`config.mk`:
```
export PLATFORM = sky130hd
export DESIGN_NAME = chat_packet_deframer_top
export DESIGN_NICKNAME = d
export VERILOG_FILES = /design/src/cpd_pkg.sv /design/src/chat_packet_deframer_top.sv
export VERILOG_INCLUDE_DIRS = /design/src /design/src/src
export SDC_FILE = /design/constraint.sdc
export NUM_CORES = 1
export LEC_CHECK = 0
export BUFFER_PORTS_ARGS = -buffer_cell sky130_fd_sc_hd__buf_2
export CAP_MARGIN = 20
export CORE_ASPECT_RATIO = 0.6
export CORE_MARGIN = 2
export CORE_UTILIZATION = 35
export DETAILED_ROUTE_END_ITERATION = 8
export PLACE_DENSITY = 0.6
export SLEW_MARGIN = 30
export SYNTH_ARGS = -nofsm -noshare
export SYNTH_HDL_FRONTEND = slang
export SYNTH_SLANG_ARGS = --single-unit
```
`constraint.sdc`:
```
create_clock -name clk -period 16.3 [get_ports clk]
set_input_delay 2.445 -clock clk [delete_from_list [all_inputs] [get_ports clk]]
set_output_delay 2.445 -clock clk [all_outputs]
set_load 0.03 [all_outputs]
```
`src/chat_packet_deframer_top_macros.svh`:
```
// Assertion macros for the chat packet deframer.
// Used by chat_packet_deframer_top; no other dependencies.
`ifndef CHAT_PACKET_DEFRAMER_TOP_MACROS_SVH
`define CHAT_PACKET_DEFRAMER_TOP_MACROS_SVH

`ifndef NO_ASSERTIONS

// Same-cycle implication, checked outside reset.
`define CPD_ASSERT_IMPL(label, clk_sig, rstn_sig, ante, cons) \
    label: assert property (@(posedge clk_sig) disable iff (!rstn_sig) \
        (ante) |-> (cons)) else $error("deframer check failed");

// Next-cycle implication, checked outside reset.
`define CPD_ASSERT_NEXT(label, clk_sig, rstn_sig, ante, cons) \
    label: assert property (@(posedge clk_sig) disable iff (!rstn_sig) \
        (ante) |=> (cons)) else $error("deframer check failed");

`else

`define CPD_ASSERT_IMPL(label, clk_sig, rstn_sig, ante, cons)
`define CPD_ASSERT_NEXT(label, clk_sig, rstn_sig, ante, cons)

`endif

`endif

```
`src/cpd_pkg.sv`:
```
// Package for the chat packet deframer: constants, event codes and the result type.
// No dependencies.
`timescale 1ns / 1ps
`default_nettype none

package cpd_pkg;

    // Framing constants.
    localparam int HEADER_BYTES  = 4 + 2 + 2 + 2 + 2 + 4 + 4;
    localparam int HC_W          = $clog2(HEADER_BYTES + 1);
    localparam int KEY_MAX_CHARS = 63;
    localparam int KEY_LEN_W     = $clog2(KEY_MAX_CHARS + 1);

    localparam logic [7:0] SEP_FIRST  = 8'hC0;
    localparam logic [7:0] SEP_SECOND = 8'h80;
    localparam logic [7:0] DIGIT_ZERO = 8'h30;
    localparam logic [7:0] DIGIT_NINE = 8'h39;

    // Header byte positions.
    localparam int POS_LEN_HI  = 8;
    localparam int POS_LEN_LO  = 9;
    localparam int POS_SVC_HI  = 10;
    localparam int POS_SVC_LO  = 11;
    localparam int POS_STAT_LO = 12;
    localparam int POS_STAT_HI = 15;
    localparam int POS_ID_LO   = 16;
    localparam int POS_ID_HI   = 19;

    // Result queue.
    localparam int MAX_RESULTS = 3;
    localparam int FIFO_DEPTH  = 4;
    localparam int FIFO_PTR_W  = $clog2(FIFO_DEPTH);
    localparam int FIFO_CNT_W  = $clog2(FIFO_DEPTH + 1);
    localparam int RES_CNT_W   = $clog2(MAX_RESULTS + 1);

    typedef enum logic [2:0] {
        EV_HEADER     = 3'd0,
        EV_KEY        = 3'd1,
        EV_VALUE      = 3'd2,
        EV_PAIR_END   = 3'd3,
        EV_PACKET_END = 3'd4
    } event_kind_t;

    typedef struct packed {
        event_kind_t  kind;
        logic [15:0]  key_number;
        logic [7:0]   value_byte;
        logic [15:0]  service_code;
        logic [31:0]  status_word;
        logic [31:0]  session_id;
        logic [15:0]  payload_length;
        logic         last_of_run;
    } result_t;

endpackage

`default_nettype wire

```
`src/chat_packet_deframer_top.sv`:
```
// Chat packet deframer: header parser, key/value splitter and result queue.
// Depends on cpd_pkg and chat_packet_deframer_top_macros.svh.
//
//  Channel  | Direction | Handshake               | Payload
//  ---------+-----------+-------------------------+------------------------------
//  data     | in        | data_valid / data_stall | data_byte
//  event    | out       | event_valid/event_stall | event_kind .. last_of_run
//
// A byte is registered on acceptance and parsed from the input register, when it
// writes zero to three results into a four-entry result queue. A byte is parsed
// only while the queue has room for three results, so one byte per cycle is
// sustained whenever each byte yields at most one result and event_stall is low.
// A byte passes the input register and then the result queue on its way to the port.
// Reset clears the header counter, pair state and the queue; no clearing pass.
`timescale 1ns / 1ps
`default_nettype none
`include "chat_packet_deframer_top_macros.svh"

module chat_packet_deframer_top (
    input  wire logic        clk,
    input  wire logic        rst_n,
    input  wire logic        data_valid,
    output logic             data_stall,
    input  wire logic [7:0]  data_byte,
    output logic             event_valid,
    input  wire logic        event_stall,
    output logic [2:0]       event_kind,
    output logic [15:0]      key_number,
    output logic [7:0]       value_byte,
    output logic [15:0]      service_code,
    output logic [31:0]      status_word,
    output logic [31:0]      session_id,
    output logic [15:0]      payload_length,
    output logic             last_of_run
);

    // Input register.
    logic       s1_valid_reg, s1_valid_next;
    logic [7:0] s1_byte_reg;
    logic       process;
    logic       accept;

    // Parser state.
    logic [cpd_pkg::HC_W-1:0]      header_count_reg, header_count_next;
    logic [15:0]                   length_reg, length_next;
    logic [15:0]                   service_reg, service_next;
    logic [31:0]                   status_reg, status_next;
    logic [31:0]                   id_reg, id_next;
    logic [15:0]                   payload_pos_reg, payload_pos_next;
    logic [7:0]                    held_byte_reg, held_byte_next;
    logic                          held_valid_reg, held_valid_next;
    logic                          in_value_reg, in_value_next;
    logic [cpd_pkg::KEY_LEN_W-1:0] key_length_reg, key_length_next;
    logic [15:0]                   key_accum_reg, key_accum_next;
    logic                          key_stopped_reg, key_stopped_next;
    logic                          pair_accepted_reg, pair_accepted_next;

    // Results of the byte being parsed.
    cpd_pkg::result_t              res [cpd_pkg::MAX_RESULTS];
    logic [cpd_pkg::RES_CNT_W-1:0] res_count;

    // Result queue.
    cpd_pkg::result_t               fifo_mem [cpd_pkg::FIFO_DEPTH];
    logic [cpd_pkg::FIFO_PTR_W-1:0] wr_ptr_reg, rd_ptr_reg;
    logic [cpd_pkg::FIFO_CNT_W-1:0] count_reg, count_next;
    logic                           pop;
    cpd_pkg::result_t               head;

    // Input handshake: parse when the queue can take a full run of results.
    assign process    = s1_valid_reg &&
                        (count_reg <= cpd_pkg::FIFO_CNT_W'(cpd_pkg::FIFO_DEPTH
                                                          - cpd_pkg::MAX_RESULTS));
    assign data_stall = s1_valid_reg && !process;
    assign accept     = data_valid && !data_stall;

    always_comb
    begin
        s1_valid_next = s1_valid_reg;
        if (accept)
        begin
            s1_valid_next = 1'b1;
        end
        else if (process)
        begin
            s1_valid_next = 1'b0;
        end
    end

    always_ff @(posedge clk or negedge rst_n)
    begin
        if (!rst_n)
        begin
            s1_valid_reg <= 1'b0;
        end
        else
        begin
            s1_valid_reg <= s1_valid_next;
        end
    end

    always_ff @(posedge clk)
    begin
        if (accept)
        begin
            s1_byte_reg <= data_byte;
        end
    end

    // Byte parser: next state and the results caused by the registered byte.
    always_comb
    begin
        logic [15:0] pos_inc;
        logic        last_byte;
        logic        sep;
        logic [19:0] key_mul;
        logic [7:0]  b;

        header_count_next  = header_count_reg;
        length_next        = length_reg;
        service_next       = service_reg;
        status_next        = status_reg;
        id_next            = id_reg;
        payload_pos_next   = payload_pos_reg;
        held_byte_next     = held_byte_reg;
        held_valid_next    = held_valid_reg;
        in_value_next      = in_value_reg;
        key_length_next    = key_length_reg;
        key_accum_next     = key_accum_reg;
        key_stopped_next   = key_stopped_reg;
        pair_accepted_next = pair_accepted_reg;
        res_count          = '0;
        for (int i = 0; i < cpd_pkg::MAX_RESULTS; i++)
        begin
            res[i] = '0;
        end
        b         = s1_byte_reg;
        pos_inc   = payload_pos_reg + 16'd1;
        last_byte = 1'b0;
        sep       = 1'b0;
        key_mul   = '0;

        if (process)
        begin
            if (header_count_reg >= cpd_pkg::HC_W'(cpd_pkg::HEADER_BYTES))
            begin
                // Payload byte.
                last_byte        = (pos_inc == length_reg);
                payload_pos_next = pos_inc;
                sep = held_valid_reg && (held_byte_reg == cpd_pkg::SEP_FIRST) &&
                      (b == cpd_pkg::SEP_SECOND);
                if (sep)
                begin
                    if (!in_value_reg)
                    begin
                        pair_accepted_next = (key_length_reg != '0);
                        if (pair_accepted_next)
                        begin
                            res[res_count].kind       = cpd_pkg::EV_KEY;
                            res[res_count].key_number = key_accum_reg;
                            res_count                 = res_count + 1'b1;
                        end
                        in_value_next = 1'b1;
                    end
                    else
                    begin
                        if (pair_accepted_reg)
                        begin
                            res[res_count].kind       = cpd_pkg::EV_PAIR_END;
                            res[res_count].key_number = key_accum_reg;
                            res_count                 = res_count + 1'b1;
                        end
                        in_value_next      = 1'b0;
                        key_length_next    = '0;
                        key_accum_next     = '0;
                        key_stopped_next   = 1'b0;
                        pair_accepted_next = 1'b0;
                    end
                    held_valid_next = 1'b0;
                end
                else
                begin
                    if (held_valid_reg)
                    begin
                        if (!in_value_reg)
                        begin
                            // Key character: count it, then fold in a decimal digit.
                            if (key_length_reg <
                                cpd_pkg::KEY_LEN_W'(cpd_pkg::KEY_MAX_CHARS))
                            begin
                                key_length_next = key_length_reg + 1'b1;
                                if (!key_stopped_reg)
                                begin
                                    if ((held_byte_reg >= cpd_pkg::DIGIT_ZERO) &&
                                        (held_byte_reg <= cpd_pkg::DIGIT_NINE))
                                    begin
                                        key_mul = {1'b0, key_accum_reg, 3'b000} +
                                                  {3'b000, key_accum_reg, 1'b0} +
                                                  20'(held_byte_reg - cpd_pkg::DIGIT_ZERO);
                                        key_accum_next = (key_mul > 20'h0FFFF) ?
                                                         16'hFFFF : key_mul[15:0];
                                    end
                                    else
                                    begin
                                        key_stopped_next = 1'b1;
                                    end
                                end
                            end
                        end
                        else if (pair_accepted_reg)
                        begin
                            res[res_count].kind       = cpd_pkg::EV_VALUE;
                            res[res_count].key_number = key_accum_reg;
                            res[res_count].value_byte = held_byte_reg;
                            res_count                 = res_count + 1'b1;
                        end
                    end
                    held_byte_next  = b;
                    held_valid_next = 1'b1;
                end

                // End of payload: close any open pair, then end the packet.
                if (last_byte)
                begin
                    if (!in_value_next)
                    begin
                        if (key_length_next != '0)
                        begin
                            res[res_count].kind       = cpd_pkg::EV_KEY;
                            res[res_count].key_number = key_accum_next;
                            res_count                 = res_count + 1'b1;
                            res[res_count].kind       = cpd_pkg::EV_PAIR_END;
                            res[res_count].key_number = key_accum_next;
                            res_count                 = res_count + 1'b1;
                        end
                    end
                    else if (pair_accepted_next)
                    begin
                        res[res_count].kind       = cpd_pkg::EV_PAIR_END;
                        res[res_count].key_number = key_accum_next;
                        res_count                 = res_count + 1'b1;
                    end
                    res[res_count].kind = cpd_pkg::EV_PACKET_END;
                    res_count           = res_count + 1'b1;
                    in_value_next      = 1'b0;
                    key_length_next    = '0;
                    key_accum_next     = '0;
                    key_stopped_next   = 1'b0;
                    pair_accepted_next = 1'b0;
                    held_valid_next    = 1'b0;
                    held_byte_next     = '0;
                    header_count_next  = '0;
                end
            end
            else
            begin
                // Header byte: capture the big-endian fields.
                if (header_count_reg == cpd_pkg::HC_W'(cpd_pkg::POS_LEN_HI))
                begin
                    length_next = {b, 8'h00};
                end
                else if (header_count_reg == cpd_pkg::HC_W'(cpd_pkg::POS_LEN_LO))
                begin
                    length_next = {length_reg[15:8], b};
                end
                else if (header_count_reg == cpd_pkg::HC_W'(cpd_pkg::POS_SVC_HI))
                begin
                    service_next = {b, 8'h00};
                end
                else if (header_count_reg == cpd_pkg::HC_W'(cpd_pkg::POS_SVC_LO))
                begin
                    service_next = {service_reg[15:8], b};
                end
                else if ((header_count_reg >= cpd_pkg::HC_W'(cpd_pkg::POS_STAT_LO)) &&
                         (header_count_reg <= cpd_pkg::HC_W'(cpd_pkg::POS_STAT_HI)))
                begin
                    status_next = {status_reg[23:0], b};
                end
                else if ((header_count_reg >= cpd_pkg::HC_W'(cpd_pkg::POS_ID_LO)) &&
                         (header_count_reg <= cpd_pkg::HC_W'(cpd_pkg::POS_ID_HI)))
                begin
                    id_next = {id_reg[23:0], b};
                end

                if (header_count_reg >= cpd_pkg::HC_W'(cpd_pkg::HEADER_BYTES - 1))
                begin
                    res[res_count].kind = cpd_pkg::EV_HEADER;
                    res_count           = res_count + 1'b1;
                    payload_pos_next    = '0;
                    held_valid_next     = 1'b0;
                    held_byte_next      = '0;
                    in_value_next       = 1'b0;
                    key_length_next     = '0;
                    key_accum_next      = '0;
                    key_stopped_next    = 1'b0;
                    pair_accepted_next  = 1'b0;
                    if (length_next == 16'd0)
                    begin
                        res[res_count].kind = cpd_pkg::EV_PACKET_END;
                        res_count           = res_count + 1'b1;
                        header_count_next   = '0;
                    end
                    else
                    begin
                        header_count_next = cpd_pkg::HC_W'(cpd_pkg::HEADER_BYTES);
                    end
                end
                else
                begin
                    header_count_next = header_count_reg + 1'b1;
                end
            end
        end

        // Header fields and the end-of-run flag for every result of this byte.
        for (int i = 0; i < cpd_pkg::MAX_RESULTS; i++)
        begin
            res[i].service_code   = service_next;
            res[i].status_word    = status_next;
            res[i].session_id     = id_next;
            res[i].payload_length = length_next;
            res[i].last_of_run    = (cpd_pkg::RES_CNT_W'(i + 1) == res_count);
        end
    end

    // Parser state registers.
    always_ff @(posedge clk or negedge rst_n)
    begin
        if (!rst_n)
        begin
            header_count_reg  <= '0;
            length_reg        <= '0;
            service_reg       <= '0;
            status_reg        <= '0;
            id_reg            <= '0;
            payload_pos_reg   <= '0;
            held_byte_reg     <= '0;
            held_valid_reg    <= 1'b0;
            in_value_reg      <= 1'b0;
            key_length_reg    <= '0;
            key_accum_reg     <= '0;
            key_stopped_reg   <= 1'b0;
            pair_accepted_reg <= 1'b0;
        end
        else
        begin
            header_count_reg  <= header_count_next;
            length_reg        <= length_next;
            service_reg       <= service_next;
            status_reg        <= status_next;
            id_reg            <= id_next;
            payload_pos_reg   <= payload_pos_next;
            held_byte_reg     <= held_byte_next;
            held_valid_reg    <= held_valid_next;
            in_value_reg      <= in_value_next;
            key_length_reg    <= key_length_next;
            key_accum_reg     <= key_accum_next;
            key_stopped_reg   <= key_stopped_next;
            pair_accepted_reg <= pair_accepted_next;
        end
    end

    // Result queue: up to three writes and one read a cycle.
    assign pop        = (count_reg != '0) && !event_stall;
    assign count_next = count_reg + cpd_pkg::FIFO_CNT_W'(res_count)
                        - cpd_pkg::FIFO_CNT_W'(pop);

    always_ff @(posedge clk)
    begin
        for (int i = 0; i < cpd_pkg::MAX_RESULTS; i++)
        begin
            if (cpd_pkg::RES_CNT_W'(i) < res_count)
            begin
                fifo_mem[wr_ptr_reg + cpd_pkg::FIFO_PTR_W'(i)] <= res[i];
            end
        end
    end

    always_ff @(posedge clk or negedge rst_n)
    begin
        if (!rst_n)
        begin
            wr_ptr_reg <= '0;
            rd_ptr_reg <= '0;
            count_reg  <= '0;
        end
        else
        begin
            wr_ptr_reg <= wr_ptr_reg + cpd_pkg::FIFO_PTR_W'(res_count);
            rd_ptr_reg <= rd_ptr_reg + cpd_pkg::FIFO_PTR_W'(pop);
            count_reg  <= count_next;
        end
    end

    // Output port.
    assign head           = fifo_mem[rd_ptr_reg];
    assign event_valid    = (count_reg != '0);
    assign event_kind     = head.kind;
    assign key_number     = head.key_number;
    assign value_byte     = head.value_byte;
    assign service_code   = head.service_code;
    assign status_word    = head.status_word;
    assign session_id     = head.session_id;
    assign payload_length = head.payload_length;
    assign last_of_run    = head.last_of_run;

    // Checks on the queue bookkeeping and parser bounds.
    `CPD_ASSERT_IMPL(a_count_bound, clk, rst_n, 1'b1, count_reg <= cpd_pkg::FIFO_CNT_W'(cpd_pkg::FIFO_DEPTH))
    `CPD_ASSERT_NEXT(a_count_track, clk, rst_n, 1'b1, count_reg == $past(count_next))
    `CPD_ASSERT_IMPL(a_idle_no_result, clk, rst_n, !process, res_count == '0)
    `CPD_ASSERT_IMPL(a_key_bound, clk, rst_n, 1'b1, key_length_reg <= cpd_pkg::KEY_LEN_W'(cpd_pkg::KEY_MAX_CHARS))

endmodule

`default_nettype wire
```
==> results <==
- The launch point of the critical path is s1_byte_reg[3].
- By startpoint and endpoint, the worst setup path is classified as reg2reg.
- The post-CTS setup-driven buffer insertion count is 0.
- The worst ir drop on vdd is 0.106 mV.
- For this design, the slowest cell found on the critical path is nor4_1.
- Ranked by total cell area, the synthesized netlist is headed by edfxtp_1 51%, dfrtp_1 13%, mux4_2 9.5%.
- The tightest min-delay check is of the reg2reg type.
- Setup repair after global routing left no endpoint under its margin.
- The number of search-and-repair iterations in the first detailed-routing pass is 6.
- The final critical path takes up 47.9% of the cycle.
- The net count of the finished layout is 2159.
- The internal power is 3.79 mW.
- The required arrival time at the worst endpoint is 16.56 ns.
- The number of sinks handled by clock tree synthesis is 663.
- Final hold analysis gives a worst-case slack of 0.511 ns.
- The H-tree generated during clock tree synthesis spans 2 levels.
- The floorplan step set the die width to between 300 and 400 µm.
- The total of endpoints with negative setup slack in the final report is 0.
- Compared with the post-synthesis result, the final layout area differs by 14.0%.
- The flop-to-flop setup slack is 8.50 ns.
- The initial antenna violation count is 1.
- For this configuration, the core starts out at a cell density of 35.3%.
- The number of stages on the worst hold path is 1.
- The number of gates resized after cts is 0.
- The region available for standard cell placement spans 83500 µm².
- The switching share of power is 40.7%.
- The finished cells cover 33700 µm².
- In the final routing, the length of wire on met1 measures 38700 µm.
- The number of hold buffers added after CTS was 0.
- The relative slew slack is between 20 and 30%.
- The family with the most delay on the worst path is compound AO/OA/AOI/OAI gates.
- The die boundary height is roughly 230 µm.
- The total number of vias is around 18000.
- The detailed router finished its first iteration with between 2000 and 2500 violations.
- After detailed routing, the number of remaining DRC violations is 0.
- For the worst setup path, the data arrival time is 8.06 ns.
- The first global-routing pass estimated 119000 µm of wire.
- The critical path contains buffers and inverters numbering 4 combined.
- Routability-driven placement finished with a final weighted congestion of 0.923.
- The total wire length is 80800 µm.
- The area used by multi-input combinational logic is 9940 µm².
- The fraction of final layout cells with drive strength greater than 1 is between 20% and 30%.
- For this run, the number of Yosys warnings is 0.
- The standard cell area after detailed placement is roughly 32000 µm².
- Dividing the detail-routed wire length by the instance count gives approximately 25 µm.
- Yosys mapped a number of flops with a built-in enable equal to 504.
- The startpoint of the most critical hold path is payload_pos_reg[15].
- The critical path goes through nor4_1, nand3_1, o31ai_1, buf_4, ha_1, inv_1, a21oi_1, o21ai_0, nand2_1, ha_1, o21a_4, nor2_2, o21ai_0, a221oi_4, buf_4, buf_4.
- CTS placed an instance of clkbuf_16 at the clock tree root.
- The wire length on met3 is roughly 7500 µm.
- The number of hold violations in the final report is 0.
- The delay contributed by the slowest stage of the critical path is just under 0.9 ns.
- The endpoint identified for the worst register-to-register timing path is fifo_mem[0][5].
- The part of the power in registers is 36.9%.
- TritonCTS built the clock tree.
- In this run, synthesis produced a sequential element count of roughly 660.
- The footprint of the flip-flops and latches is approximately 19000 µm².
- The via count of the first global-routing pass is 17600.
- The synthesized cell area is ~30000 µm².
- The sum of overflow across all layers after global routing is 0.
- The dominant cell type by area after synthesis is edfxtp_1.
- The startpoint of the worst register-to-register path is s1_byte_reg[3].
- Counting the fill cells in the layout gives 7644.
- After detailed routing, the number of vias per cell comes to 5.63.
- The setup TNS is 0 ns.
- The highest metal layer carrying signal wires in the routed design is met4.
- Once detail routing completed, the nets flagged for antenna violations numbered 0.
- Counting along the longest clock path gives a buffer depth of 3.
- The global-route total usage across every layer is between 10% and 20%.
- The number of cells produced by synthesis is a little under 2000.
- The sink of the worst hold path is payload_pos_reg[15].
- The most frequently used flop master after synthesis is edfxtp_1.
- STA classifies the critical path startpoint as a register.
- Static timing analysis puts the maximum clock frequency at 0.128 GHz.
- The post-layout instance count excluding filler cells is 3275.
- The leakage dissipation is 12.4 nW.
- The post-synthesis sequential area ratio is 64.8%.
- The post-synthesis net count is 2038.
- The async set-reset flop share out of synthesis is 24.0%.
- The number of cell instances on the worst register-to-register path is 16.
- Entering global routing, the biggest net connects 125 pins.
- For this run, the share of the core covered by cells in the final layout is around 40%.
- Clock tree synthesis inserted a total of 58 buffers.
- The final clock skew is 0.0370 ns.
- Power spread over the standard cell area amounts to 190 nW/µm².
- Of all nets on the critical path, the largest fanout is 57.
- The measured slew at the worst slew-check pin is between 1 and 1.5 ns.
- After synthesis, the netlist uses 87 different library cells.
- The average instance in the mapped netlist occupies 15.0 µm².
- The later pin in the worst-skew pair is clocked with a latency of between 0.6 and 0.7 ns.
- The number of violations of the max-capacitance limit is 0.
- The met2 wirelength from detailed routing is 33400 µm.
- For this design the top-level I/O count stands at 138.
- By instance count, the cell type seen most on the critical path is buf_4.
- The half-perimeter wire length after placement is approximately 55000 µm.
- The clock-pin slew reported for the worst setup and hold paths after clock tree synthesis is 0.07 ns.
- The reported net switching power is 2.60 mW.
- In this run the biggest area consumer among cell types represents between 50% and 60% of the synthesized area.
- The number of flip-flops under the largest register name is 496.
- The proportion of power drawn by the clock network is 22.5%.
- The kind of end point of the critical path is a register.
- The time the worst path needs with I/O delays and setup is 7.80 ns.
- The quantity of I/O buffers inserted on ports is 137.
- The run finished with clean final reports.
- In this run, the combinational gates consume approximately 41% of the power.
- After detailed placement, the design holds a cell count of 3164.
- The number of pins exceeding their max-slew limit in the final report is 0.
- The die footprint is 86700 µm².
- The number of cell rows is between 80 and 90.
==> final cells by class <==
class,instances,area share [%]
antenna,1,0.00744
clock buffer,73,4.69
clock inverter,36,1.21
inverter,47,0.524
multi-input combinational,1155,29.5
sequential,663,56.8
tap,1134,4.22
timing repair buffer,166,2.99
==> worst max-delay path by stage <==
stage                      endpoint  cells after the start
floorplan            fifo_mem[0][0]                     15
global placement    fifo_mem[0][11]                     16
detailed placement  fifo_mem[1][11]                     16
CTS                 fifo_mem[1][15]                     16
global route        fifo_mem[3][11]                     16
finish               fifo_mem[0][5]                     16
==> worst register-to-register path: cells and delay by family, from the launching register on <==
family	cells	cell delay (ns)
AOI/OAI and AO/OA	6	2.16
and+or+nand+nor	4	2.05
buffers and inverters	4	1.92
adders and majority gates	2	0.62
DFF	1	0.58
==> power by group through the flow <==
| stage | logic (mW) | registers (mW) | clock network, mW |
|---|---|---|---|
| floorplan | 1.80 | 2.32 | 0 |
| global placement | 2.52 | 2.41 | 0 |
| detailed placement | 2.58 | 2.39 | 0 |
| CTS | 2.60 | 2.36 | 1.47 |
| global route | 2.77 | 2.38 | 1.53 |
| finish | 2.60 | 2.36 | 1.44 |
==> kinds of logic (layout without fill, tap and decap cells) <==
| logic type | after synthesis | after routing | share of synthesized area (%) |
|---|---|---|---|
| AOI/OAI and AO/OA | 377 | 377 | 8.22 |
| xor gates and xnor gates | 35 | 35 | 1.04 |
| adders and majority gates | 56 | 56 | 2.78 |
| buffers and inverters | 152 | 322 | 2.04 |
| DFF | 663 | 663 | 64.8 |
| muxes | 214 | 214 | 12.8 |
| other | 0 | 1 | 0 |
| and+or+nand+nor | 473 | 473 | 8.32 |
==> Yosys cell counts (15+ instances only) <==
cell / instances
inv_1: 46
nand3_1: 50
clkbuf_1: 75
mux2_2: 74
ha_1: 40
mux2i_1: 16
o22ai_1: 34
nand4_1: 23
nor3_1: 27
fa_1: 16
mux4_2: 124
a22oi_1: 30
nor2_1: 111
edfxtp_1: 504
and2_1: 15
nor4_1: 21
xnor2_1: 24
a22o_1: 23
a21oi_1: 93
o21ai_0: 78
nand2_1: 142
dfrtp_1: 159
buf_1: 16
==> layer usage <==
layer,vias up,track usage [%]
li1,7962,-
met1,9580,29.8
met2,799,24.8
met3,89,4.34
met4,0,3.61
met5,-,0
==> through the flow <==
stage,power (mW),worst slack (ns)
floorplan,4.12,2.41
global placement,4.93,8.44
detailed placement,4.97,8.58
CTS,6.42,8.56
global route,6.69,8.00
finish,6.39,8.50
==> layout by cell type, fill, tap and decap left out, types with 15 or more instances in the layout <==
cell type,instances
inv_1,46
mux2i_1,16
o22ai_1,34
ha_1,40
xnor2_1,24
a22oi_1,30
buf_2,136
mux2_2,74
nand3_1,50
mux4_2,124
buf_4,21
a22o_1,23
a21oi_1,87
nor4_1,20
nor3_1,23
nor2_1,109
o21ai_0,77
nand2_1,142
nand4_1,23
clkbuf_16,58
edfxtp_1,504
dfrtp_1,157
fa_1,16
and2_1,15
Note: power is estimated with default switching activity, not from simulation.
